[config.mk]
export PLATFORM = sky130hd
export DESIGN_NAME = indexed_list_insert_erase_top
export DESIGN_NICKNAME = d
export VERILOG_FILES = /design/src/design/lil_pkg.sv /design/src/design/lil_ctrl.sv /design/src/design/lil_datapath.sv /design/src/design/indexed_list_insert_erase_top.sv
export SDC_FILE = /design/constraint.sdc
export NUM_CORES = 1
export LEC_CHECK = 0
export BUFFER_PORTS_ARGS = -buffer_cell sky130_fd_sc_hd__buf_2
export CAP_MARGIN = 0
export CELL_PAD_IN_SITES_DETAIL_PLACEMENT = 1
export CELL_PAD_IN_SITES_GLOBAL_PLACEMENT = 1
export CORE_MARGIN = 1
export CORE_UTILIZATION = 32
export CTS_CLUSTER_DIAMETER = 60
export DETAILED_ROUTE_END_ITERATION = 12
export GPL_ROUTABILITY_DRIVEN = 0
export GPL_TIMING_DRIVEN = 0
export PLACE_DENSITY = 0.58
export RECOVER_POWER = 100
export SETUP_SLACK_MARGIN = 0.02
export SYNTH_ARGS = -nofsm -noshare
export SYNTH_HDL_FRONTEND = slang
export SYNTH_SLANG_ARGS = --single-unit
[constraint.sdc]
create_clock -name clock -period 5.3 [get_ports clock]
set_input_delay 0.53 -clock clock [delete_from_list [all_inputs] [get_ports clock]]
set_output_delay 0.53 -clock clock [all_outputs]
set_load 0.02 [all_outputs]
[src/design/lil_pkg.sv]
// shared types and codes for the indexed list block
package lil_pkg;

   localparam int CAPACITY_DEFAULT = 16;

   localparam int CMD_W    = 3;
   localparam int POS_W    = 5;
   localparam int WORD_W   = 32;
   localparam int COUNT_W  = 5;
   localparam int STATUS_W = 2;

   localparam logic [CMD_W-1:0] CMD_APPEND = 3'd0;
   localparam logic [CMD_W-1:0] CMD_INSERT = 3'd1;
   localparam logic [CMD_W-1:0] CMD_POP    = 3'd2;
   localparam logic [CMD_W-1:0] CMD_ERASE  = 3'd3;
   localparam logic [CMD_W-1:0] CMD_READ   = 3'd4;

   localparam logic [STATUS_W-1:0] ST_OK    = 2'd0;
   localparam logic [STATUS_W-1:0] ST_FULL  = 2'd1;
   localparam logic [STATUS_W-1:0] ST_EMPTY = 2'd2;
   localparam logic [STATUS_W-1:0] ST_RANGE = 2'd3;

   typedef enum logic [2:0] {
      DP_NOP,
      DP_APPEND,
      DP_INSERT,
      DP_POP,
      DP_ERASE,
      DP_READ
   } dp_op_type;

   typedef enum logic [1:0] {
      CTL_IDLE,
      CTL_EXEC,
      CTL_RESP
   } ctl_state_type;

   typedef struct packed {
      logic                capture;
      logic                execute;
      dp_op_type           op;
      logic [STATUS_W-1:0] status;
   } dp_cmd_type;

   typedef struct packed {
      logic [CMD_W-1:0] cmd;
      logic             full;
      logic             empty;
      logic             pos_gt_count;
      logic             pos_ge_count;
   } dp_stat_type;

endpackage

[src/design/lil_ctrl.sv]
// controller: request handshake, command decode and response handshake
module lil_ctrl (
   input  logic                clock,
   input  logic                reset,
   input  logic                req_tvalid,
   output logic                req_tready,
   output logic                rsp_tvalid,
   input  logic                rsp_tready,
   input  lil_pkg::dp_stat_type stat,
   output lil_pkg::dp_cmd_type  cmd
);
   import lil_pkg::*;

   ctl_state_type state_ff, state_in;

   always_ff @(posedge clock) begin
      if (reset) begin
         state_ff <= CTL_IDLE;
      end else begin
         state_ff <= state_in;
      end
   end

   always_comb begin
      state_in = state_ff;
      case (state_ff)
         CTL_IDLE: begin
            if (req_tvalid) state_in = CTL_EXEC;
         end
         CTL_EXEC: begin
            state_in = CTL_RESP;
         end
         CTL_RESP: begin
            if (rsp_tready) state_in = CTL_IDLE;
         end
         default: begin
            state_in = CTL_IDLE;
         end
      endcase
   end

   always_comb begin
      req_tready  = 1'b0;
      rsp_tvalid  = 1'b0;
      cmd.capture = 1'b0;
      cmd.execute = 1'b0;
      cmd.op      = DP_NOP;
      cmd.status  = ST_OK;
      case (state_ff)
         CTL_IDLE: begin
            req_tready  = 1'b1;
            cmd.capture = req_tvalid;
         end
         CTL_EXEC: begin
            cmd.execute = 1'b1;
            case (stat.cmd)
               CMD_APPEND: begin
                  if (stat.full) cmd.status = ST_FULL;
                  else cmd.op = DP_APPEND;
               end
               CMD_INSERT: begin
                  // fullness wins over a bad position
                  if (stat.full) cmd.status = ST_FULL;
                  else if (stat.pos_gt_count) cmd.status = ST_RANGE;
                  else cmd.op = DP_INSERT;
               end
               CMD_POP: begin
                  if (stat.empty) cmd.status = ST_EMPTY;
                  else cmd.op = DP_POP;
               end
               CMD_ERASE: begin
                  if (stat.pos_ge_count) cmd.status = ST_RANGE;
                  else cmd.op = DP_ERASE;
               end
               CMD_READ: begin
                  if (stat.pos_ge_count) cmd.status = ST_RANGE;
                  else cmd.op = DP_READ;
               end
               default: begin
                  cmd.op = DP_NOP;
               end
            endcase
         end
         CTL_RESP: begin
            rsp_tvalid = 1'b1;
         end
         default: begin
            req_tready = 1'b0;
         end
      endcase
   end

endmodule

[src/design/lil_datapath.sv]
// datapath: shifting cell chain, entry count, request and response registers
module lil_datapath #(
   parameter int CAPACITY = lil_pkg::CAPACITY_DEFAULT
) (
   input  logic                          clock,
   input  logic                          reset,
   input  logic [lil_pkg::CMD_W-1:0]     req_cmd,
   input  logic [lil_pkg::POS_W-1:0]     req_position,
   input  logic [lil_pkg::WORD_W-1:0]    req_value,
   input  lil_pkg::dp_cmd_type           cmd,
   output lil_pkg::dp_stat_type          stat,
   output logic [lil_pkg::WORD_W-1:0]    rsp_read_data,
   output logic [lil_pkg::COUNT_W-1:0]   rsp_entry_count,
   output logic [lil_pkg::STATUS_W-1:0]  rsp_status
);
   import lil_pkg::*;

   localparam int CNT_W = $clog2(CAPACITY + 1);
   localparam int IDX_W = $clog2(CAPACITY);
   localparam int CMP_A = (CNT_W > POS_W) ? CNT_W : POS_W;
   localparam int CMP_W = (CMP_A > COUNT_W) ? CMP_A : COUNT_W;
   localparam logic [CMP_W-1:0] CAP_EXT = CMP_W'(CAPACITY);

   logic [WORD_W-1:0]   entries_ff [CAPACITY];
   logic [WORD_W-1:0]   entries_in [CAPACITY];
   logic [CNT_W-1:0]    count_ff, count_in;
   logic [CMD_W-1:0]    cmd_ff;
   logic [POS_W-1:0]    pos_ff;
   logic [WORD_W-1:0]   value_ff;
   logic [WORD_W-1:0]   read_ff, read_in;
   logic [COUNT_W-1:0]  rcount_ff;
   logic [STATUS_W-1:0] status_ff;

   logic [CMP_W-1:0] count_ext, pos_ext, ins_pos;
   logic             do_ins, do_erase;

   assign count_ext = CMP_W'(count_ff);
   assign pos_ext   = CMP_W'(pos_ff);
   assign ins_pos   = (cmd.op == DP_APPEND) ? count_ext : pos_ext;
   assign do_ins    = (cmd.op == DP_APPEND) || (cmd.op == DP_INSERT);
   assign do_erase  = (cmd.op == DP_ERASE);

   assign stat.cmd          = cmd_ff;
   assign stat.full         = (count_ext >= CAP_EXT);
   assign stat.empty        = (count_ff == '0);
   assign stat.pos_gt_count = (pos_ext > count_ext);
   assign stat.pos_ge_count = (pos_ext >= count_ext);

   // every cell picks its own next word from itself, a neighbor or the request value
   for (genvar i = 0; i < CAPACITY; i++) begin : g_cell
      logic [WORD_W-1:0] below_word, above_word;
      if (i == 0) begin : g_first
         assign below_word = entries_ff[0];
      end else begin : g_below
         assign below_word = entries_ff[i-1];
      end
      if (i == CAPACITY - 1) begin : g_last
         assign above_word = entries_ff[i];
      end else begin : g_above
         assign above_word = entries_ff[i+1];
      end
      always_comb begin
         entries_in[i] = entries_ff[i];
         if (do_ins && (CMP_W'(i) == ins_pos)) begin
            entries_in[i] = value_ff;
         end else if (do_ins && (CMP_W'(i) > ins_pos) && (CMP_W'(i) <= count_ext)) begin
            entries_in[i] = below_word;
         end else if (do_erase && (CMP_W'(i) >= pos_ext)
                      && (CMP_W'(i + 1) < count_ext)) begin
            entries_in[i] = above_word;
         end
      end
   end

   always_comb begin
      count_in = count_ff;
      read_in  = '0;
      case (cmd.op)
         DP_APPEND, DP_INSERT: count_in = count_ff + CNT_W'(1);
         DP_POP, DP_ERASE:     count_in = count_ff - CNT_W'(1);
         DP_READ:              read_in  = entries_ff[IDX_W'(pos_ext)];
         default:              count_in = count_ff;
      endcase
   end

   always_ff @(posedge clock) begin
      if (reset) begin
         count_ff <= '0;
      end else if (cmd.execute) begin
         count_ff <= count_in;
      end
   end

   always_ff @(posedge clock) begin
      if (cmd.capture) begin
         cmd_ff   <= req_cmd;
         pos_ff   <= req_position;
         value_ff <= req_value;
      end
      if (cmd.execute) begin
         entries_ff <= entries_in;
         read_ff    <= read_in;
         rcount_ff  <= COUNT_W'(CMP_W'(count_in));
         status_ff  <= cmd.status;
      end
   end

   assign rsp_read_data   = read_ff;
   assign rsp_entry_count = rcount_ff;
   assign rsp_status      = status_ff;

endmodule

[src/design/indexed_list_insert_erase_top.sv]
// top level of the indexed list insert/erase block
// Ordered list of up to CAPACITY signed 32-bit words. Each request carries one
// command (append, insert at position, remove last, erase at position, read)
// and returns one response with the word read, the entry count after the step
// and a status code. A request is accepted in the idle state and executes on
// the next cycle; its response is valid the cycle after execution and is held
// until taken. A request passes through accept, execute and response; one
// request is in flight at a time, and the next request is taken the cycle
// after the response is accepted.
// Insert and erase shift the affected cells of the chain in parallel in the execute
// cycle. List contents are not cleared at reset; only the count is.
module indexed_list_insert_erase_top #(
   parameter int CAPACITY = lil_pkg::CAPACITY_DEFAULT
) (
   input  logic        clock,
   input  logic        reset,
   input  logic        req_tvalid,
   output logic        req_tready,
   input  logic [39:0] req_tdata,   // cmd[2:0], position[7:3], value[39:8]
   output logic        rsp_tvalid,
   input  logic        rsp_tready,
   output logic [39:0] rsp_tdata    // read_data[31:0], entry_count[36:32], status[38:37]
);
   import lil_pkg::*;

   dp_cmd_type          cmd;
   dp_stat_type         stat;
   logic [WORD_W-1:0]   read_data;
   logic [COUNT_W-1:0]  entry_count;
   logic [STATUS_W-1:0] status;

   lil_ctrl u_ctrl (
      .clock      (clock),
      .reset      (reset),
      .req_tvalid (req_tvalid),
      .req_tready (req_tready),
      .rsp_tvalid (rsp_tvalid),
      .rsp_tready (rsp_tready),
      .stat       (stat),
      .cmd        (cmd)
   );

   lil_datapath #(
      .CAPACITY (CAPACITY)
   ) u_datapath (
      .clock           (clock),
      .reset           (reset),
      .req_cmd         (req_tdata[2:0]),
      .req_position    (req_tdata[7:3]),
      .req_value       (req_tdata[39:8]),
      .cmd             (cmd),
      .stat            (stat),
      .rsp_read_data   (read_data),
      .rsp_entry_count (entry_count),
      .rsp_status      (status)
   );

   assign rsp_tdata = {1'b0, status, entry_count, read_data};

endmodule

# ---- After elaboration in Yosys (flattened, before gate mapping)
# Cells that the tools add are included.
# Widths: inputs -> output; s select.
dict set report word_totals {
  inputBits 44
  regBits 598
  out_inout_bits 42
  wordCells 313
}
dict set report classes {
  bitwise_logic 1
  mux 72
  n_reduce_logical 119
  eq_ne 29
  n_addsub 2
  n_lt_le_gt_ge 66
}
# cell count
set op_table {}
lappend op_table {{$mux 32} 49}
lappend op_table {{$bmux 32 s4} 1}
lappend op_table {{$logic_and 1x1->1} 78}
lappend op_table {{$reduce_bool 3->1} 14}
lappend op_table {{$eq 4x5->1 const A} 8}
lappend op_table {{$gt 4x5->1 const A} 8}
lappend op_table {{$le 4x5->1 const A} 8}
lappend op_table {{$lt 4x5->1 const A} 8}
lappend op_table {{$ge 4x5->1 const A} 7}
lappend op_table {{$reduce_and 2->1} 16}
lappend op_table {{$eq 3x5->1 const A} 4}
lappend op_table {{$ge 3x5->1 const A} 4}
lappend op_table {{$gt 3x5->1 const A} 4}
lappend op_table {{$le 3x5->1 const A} 4}
lappend op_table {{$lt 3x5->1 const A} 4}
lappend op_table {{$mux 2} 8}
lappend op_table {{$pmux 3 s5} 1}
lappend op_table {{$eq 3x2->1 const B} 4}
lappend op_table {{$eq 2x5->1 const A} 2}
lappend op_table {{$ge 1x5->1 const A} 2}
lappend op_table {{$ge 2x5->1 const A} 2}
lappend op_table {{$ge 5x5->1 const B} 2}
lappend op_table {{$gt 1x5->1 const A} 2}
lappend op_table {{$gt 2x5->1 const A} 2}
lappend op_table {{other kinds (30)} 47}

# ---- Logic depth before layout (Yosys ltp)
dict set report logic_depth {
  depth_word 12
  mapped_depth 16
  mapped_depth_nobuf 10
}

# ---- Modules after synthesis
# A second synthesis with hierarchy kept.
dict set report hier_totals {
  hier_cells 2878
  area_unflattened_um2 33925.0
}
# mod instances area_per_inst_um2 cells_per_inst seq_area_each_um2
set modules_own_cells {}
lappend modules_own_cells {lil_datapath 1 33683.6 2844 17847.1}
lappend modules_own_cells {lil_ctrl 1 230.2 32 40.0}
lappend modules_own_cells {indexed_list_insert_erase_top 1 11.3 2 0.0}

# ---- Worst setup path after synthesis
# Ideal clock, no wire load.
dict set report synth_path {
  path_kind {reg2reg}
  start {register u_datapath.count_ff[3] (netlist: u_datapath.count_ext[3])}
  end {register u_datapath.entries_ff, in the netlist u_datapath.g_cell[10].above_word[0] (enable)}
  n_path_buf 2
  setup_slack_ns -0.559
  period_less_slack_ns 5.859
  setup_time_ns 0.511
  t_required_ns 4.789
  t_arrival_ns 5.349
  stages_incl_launch_ff 10
  path_cell_list {dfxtp_1 buf_2 clkinv_1 ha_1 nand2_1 o21ai_0 clkbuf_8 o31a_2 o21ai_0 o41ai_1}
}
dict set report synth_between {
  elab_chain_len 12
  word_cells_on_any_way 28
  cone_classes {order compare: 6; eq/ne: 4; mux: 9; reduce/logical: 9}
}
# item line_no
set synth_lines {}
lappend synth_lines {{start, declared} lil_datapath.sv:26} ;# logic [CNT_W-1:0] count_ff, count_in;
lappend synth_lines {{start signal, assigned} lil_datapath.sv:90} ;# count_ff <= count_in;
lappend synth_lines {{$gt 5x5->1} lil_datapath.sv:46} ;# assign stat.pos_gt_count = (pos_ext > count_ext);
lappend synth_lines {{$mux 2} lil_ctrl.sv:64} ;# else if (stat.pos_gt_count) cmd.status = ST_RANGE;
lappend synth_lines {{$mux 3} lil_ctrl.sv:63} ;# if (stat.full) cmd.status = ST_FULL;
lappend synth_lines {{$pmux 3 s5} lil_ctrl.sv:56} ;# case (stat.cmd)
lappend synth_lines {{$mux 6} lil_ctrl.sv:49} ;# case (state_ff)
lappend synth_lines {{$eq 3x1->1} {lil_datapath.sv:39, lil_datapath.sv:40}}
lappend synth_lines {{$mux 5} lil_datapath.sv:39} ;# assign ins_pos = (cmd.op == DP_APPEND) ? count_ext : pos_ext;
lappend synth_lines {{$gt 4x5->1} lil_datapath.sv:66} ;# end else if (do_ins && (CMP_W'(i) > ins_pos) && (CMP_W'(i) <= count_ext)) begin
lappend synth_lines {{$logic_and 1x1->1 (2 in series)} lil_datapath.sv:66}
lappend synth_lines {{$reduce_bool 3->1 (no line) (*)} n/a}
lappend synth_lines {{$reduce_and 2->1 (no line) (*)} n/a}
lappend synth_lines {{end signal, assigned} lil_datapath.sv:101} ;# entries_ff <= entries_in;
lappend synth_lines {{end, declared} lil_datapath.sv:24} ;# logic [WORD_W-1:0] entries_ff [CAPACITY];
# Every way passes the cells marked *; elsewhere a longest branch is shown, timed or not.
# A chain may end at the register's enable or synchronous reset.

# ---- Worst setup path after layout
dict set report layout_path {
  start {register u_datapath.count_ff[3] (netlist: u_datapath.count_ext[3])}
  end {register u_datapath.entries_ff, in the netlist u_datapath.g_cell[10].above_word[22] (enable)}
}
# Same word-level chain as after synthesis.

==> metrics.csv <==
metric;value;unit
outcome;complete, but fails checks;
violations;max-capacitance violations, max-slew violations;
grt_setup_unrepaired;no;
synth_async_sr_flop_share;0;
tritoncts;yes;
via_per_inst;6.02;
netSwitchingFraction;0.238;
ys_top_cells_by_area;edfxtp_1 52%, mux4_2 11%, mux2i_1 5.7%, nand2_1 4.0%, nor2_1 3.3%;
hold_viol;0;
io_pins;86;
post_drt_wl_per_cell;32.4;um
crit_type;reg2reg;
syn-cell-area;33800;um2
synth-main-ff-cell;edfxtp_1;
final_nets;3043;
crit_fanout;10;
grt_pass1_wl;204000;um
cp.arrival;5580;ps
maxSlewHeadroom;-1.80;
synth-edff-count;591;
clockPowerShare;0.486;
remaining_drc_errors;0;
grt_max_degree;42;
drive_gt1_frac;0.182;
p_sw;2.74;mW
skew;23.4;ps
die_w;327;um
insertedDiodeCount;0;
finish.utilization;0.375;
layout_min_cycle_time;5220;ps
worst_pin_slew;4210;ps
cts_made_buffers;82;
grt_overflow;0;
finalWirelength;143000;um
start_util;0.325;
seqPwrFrac;0.455;
combPwrFrac;0.060;
finalCritPeriodShare;0.985;
antenna_left;0;
drt-initial-drc-count;2776;
peakVddDrop;202;uV
cts-root-buf;clkbuf_16;
holdBufCountCts;0;
numPortBuffers;84;
clock-sinks;598;
synth_area_per_cell;12.1;um2
p_int;8.80;mW
firstDrtPassIters;5;
nFillCells;11300;
insertion_delay;660;ps
r2r-start;u_datapath.count_ext[3];
grt_pass1_vias;28100;
cp-end-kind;flip-flop;
p_leak;13.6;nW
startpoint;u_datapath.count_ext[3];
yosys.area.top_type;edfxtp_1;
p_per_area;295;nW/um2
antenna_found_initial;3;
cts.path.max_buffers;3;
yosys.area.top_type_share;0.524;
vias;26700;
yosysMostFrequentCell;edfxtp_1;
synth_seq_area_share;0.529;
fp.dieH;327;um
area_growth;15.5;%
clk_pin_slew;60;ps
num_rows;118;
htreeDepth;3;
fmax;0.192;GHz
worst_setup_path_start_kind;flip-flop;
setup_viol;0;
worstPathRequired;5660;ps
synthDistinctLibCells;93;
worstHoldStart;req_tdata[34];
syn_inst;2794;
finalMaxSlewViolations;66;
synthesis.nets;2848;
grt_usage;0.265;
ys_ff_latch;598;
coreArea;104000;um2
yosys_warnings;0;
cap_violations;2;
post-dp-hpwl;101000;um
dp.cells;4281;
hp-class;in2reg;
fin_cells;4433;
die_area;107000;um2
synth_common_cells;591 x edfxtp_1, 361 x nand2_1, 296 x nor2_1;
[placed cells by master, fill, tap and decap left out, types with 10 or more instances in the layout]
cell type	instances
a22oi_1	67
nand2_1	358
ha_1	10
nor2_1	294
mux2i_1	193
buf_2	80
clkinv_1	19
o2bb2ai_1	32
mux4_2	160
nor2b_1	39
a31oi_1	132
clkbuf_16	84
clkbuf_8	14
nand3_1	10
nor3_1	11
buf_6	21
buf_4	17
a21oi_1	149
a21o_1	64
inv_1	39
clkbuf_2	15
edfxtp_1	591
clkbuf_1	196
mux2_2	61
buf_1	12
o21ai_0	107
a22o_1	66
[metrics by stage]
stage | setup WS, ps | TNS, ps | instance area, um2 | total power, mW | hold slack, ps
finish | 80.8 | 0 | 39100 | 11.5 | 45.3
global route | 15.9 | 0 | 39100 | 11.8 | 30.9
CTS | 33.4 | 0 | 39300 | 11.6 | 14.6
detailed placement | -1090 | -176730 | 36500 | 6.03 | 569
global placement | -3410 | -1088080 | 36000 | 6.01 | 564
floorplan | 248 | 0 | 33800 | 5.75 | 538
[sequential cells by signal, summed over array words and instances (netlist names)]
name,count
u_datapath.pos_ext,5
u_datapath.rsp_entry_count,5
u_datapath.cmd_ff,3
u_ctrl.state_ff,2
u_datapath.value_ff,32
u_datapath.rsp_read_data,32
u_datapath.g_cell.below_word,96
u_datapath.rsp_status,2
u_datapath.count_ext,5
u_datapath.g_cell.above_word,416
[worst max-delay path: stages (launching register included)]
cell and delay [ps]:
dfxtp_1 330, buf_2 250, clkinv_1 270, ha_1 380
nand2_1 90, o21ai_0 140, clkbuf_8 210, o31ai_4 520
nand4_1 290, a21boi_2 300, a211oi_1 570, buf_2 350
nor2_2 150, buf_2 330, o41ai_2 240, buf_6 270
buf_6 190
[final cells by class]
cell class                 count  area (um2)  area share
buffer                       250        1360      0.0348
clock buffer                 102        2170      0.0555
clock inverter                46         502      0.0128
inverter                      42         161     0.00413
multi-input combinational   1903       14600       0.372
sequential                   598       17900       0.458
tap                         1380        1730      0.0442
timing repair buffer         112         718      0.0184
[final timing paths]
check,slack [ps],end,cells past startpoint
hold / removal,50,u_datapath.value_ff[26],1
setup / recovery,80,u_datapath.g_cell[10].above_word[22],16
hold reg to reg,580,u_ctrl.state_ff[1],3
setup reg to reg,80,u_datapath.g_cell[10].above_word[22],16
[logic make-up after synthesis]
kind of cell               share of synthesized area
and+or+nand+nor                               0.0957
AOI/OAI and AO/OA                              0.138
DFF                                            0.529
muxes                                          0.186
buffers and inverters                         0.0473
adders and majority gates                    0.00370
xor gates and xnor gates                    0.000777
other                                       0.000111
[power by group through the flow]
stage / combinational (mW) / sequential, mW / clock (mW)
final: 0.687 / 5.25 / 5.60
after global routing: 0.723 / 5.25 / 5.85
after CTS: 0.689 / 5.25 / 5.70
after detailed placement: 0.685 / 5.34 / 0
after global placement: 0.666 / 5.34 / 0
after floorplan: 0.425 / 5.32 / 0
[layer usage]
layer,wire (um),up-vias,GRT usage,part of all wire
met5,21,-,0,0.00015
met4,5910,4,0.106,0.041
met3,12200,335,0.0616,0.085
met2,67400,1338,0.430,0.47
met1,57800,13900,0.340,0.40
li1,-,11100,-,-
[what timing repair did]
item / CTS / global route
resized for setup: 28 / 6
buffers inserted: 3 / 2
pin swaps: 3 / 1
cloned: 1 / 0
endpoints found under the setup margin: 447 / 398
No activity file was read; power rests on OpenSTA's default activity.
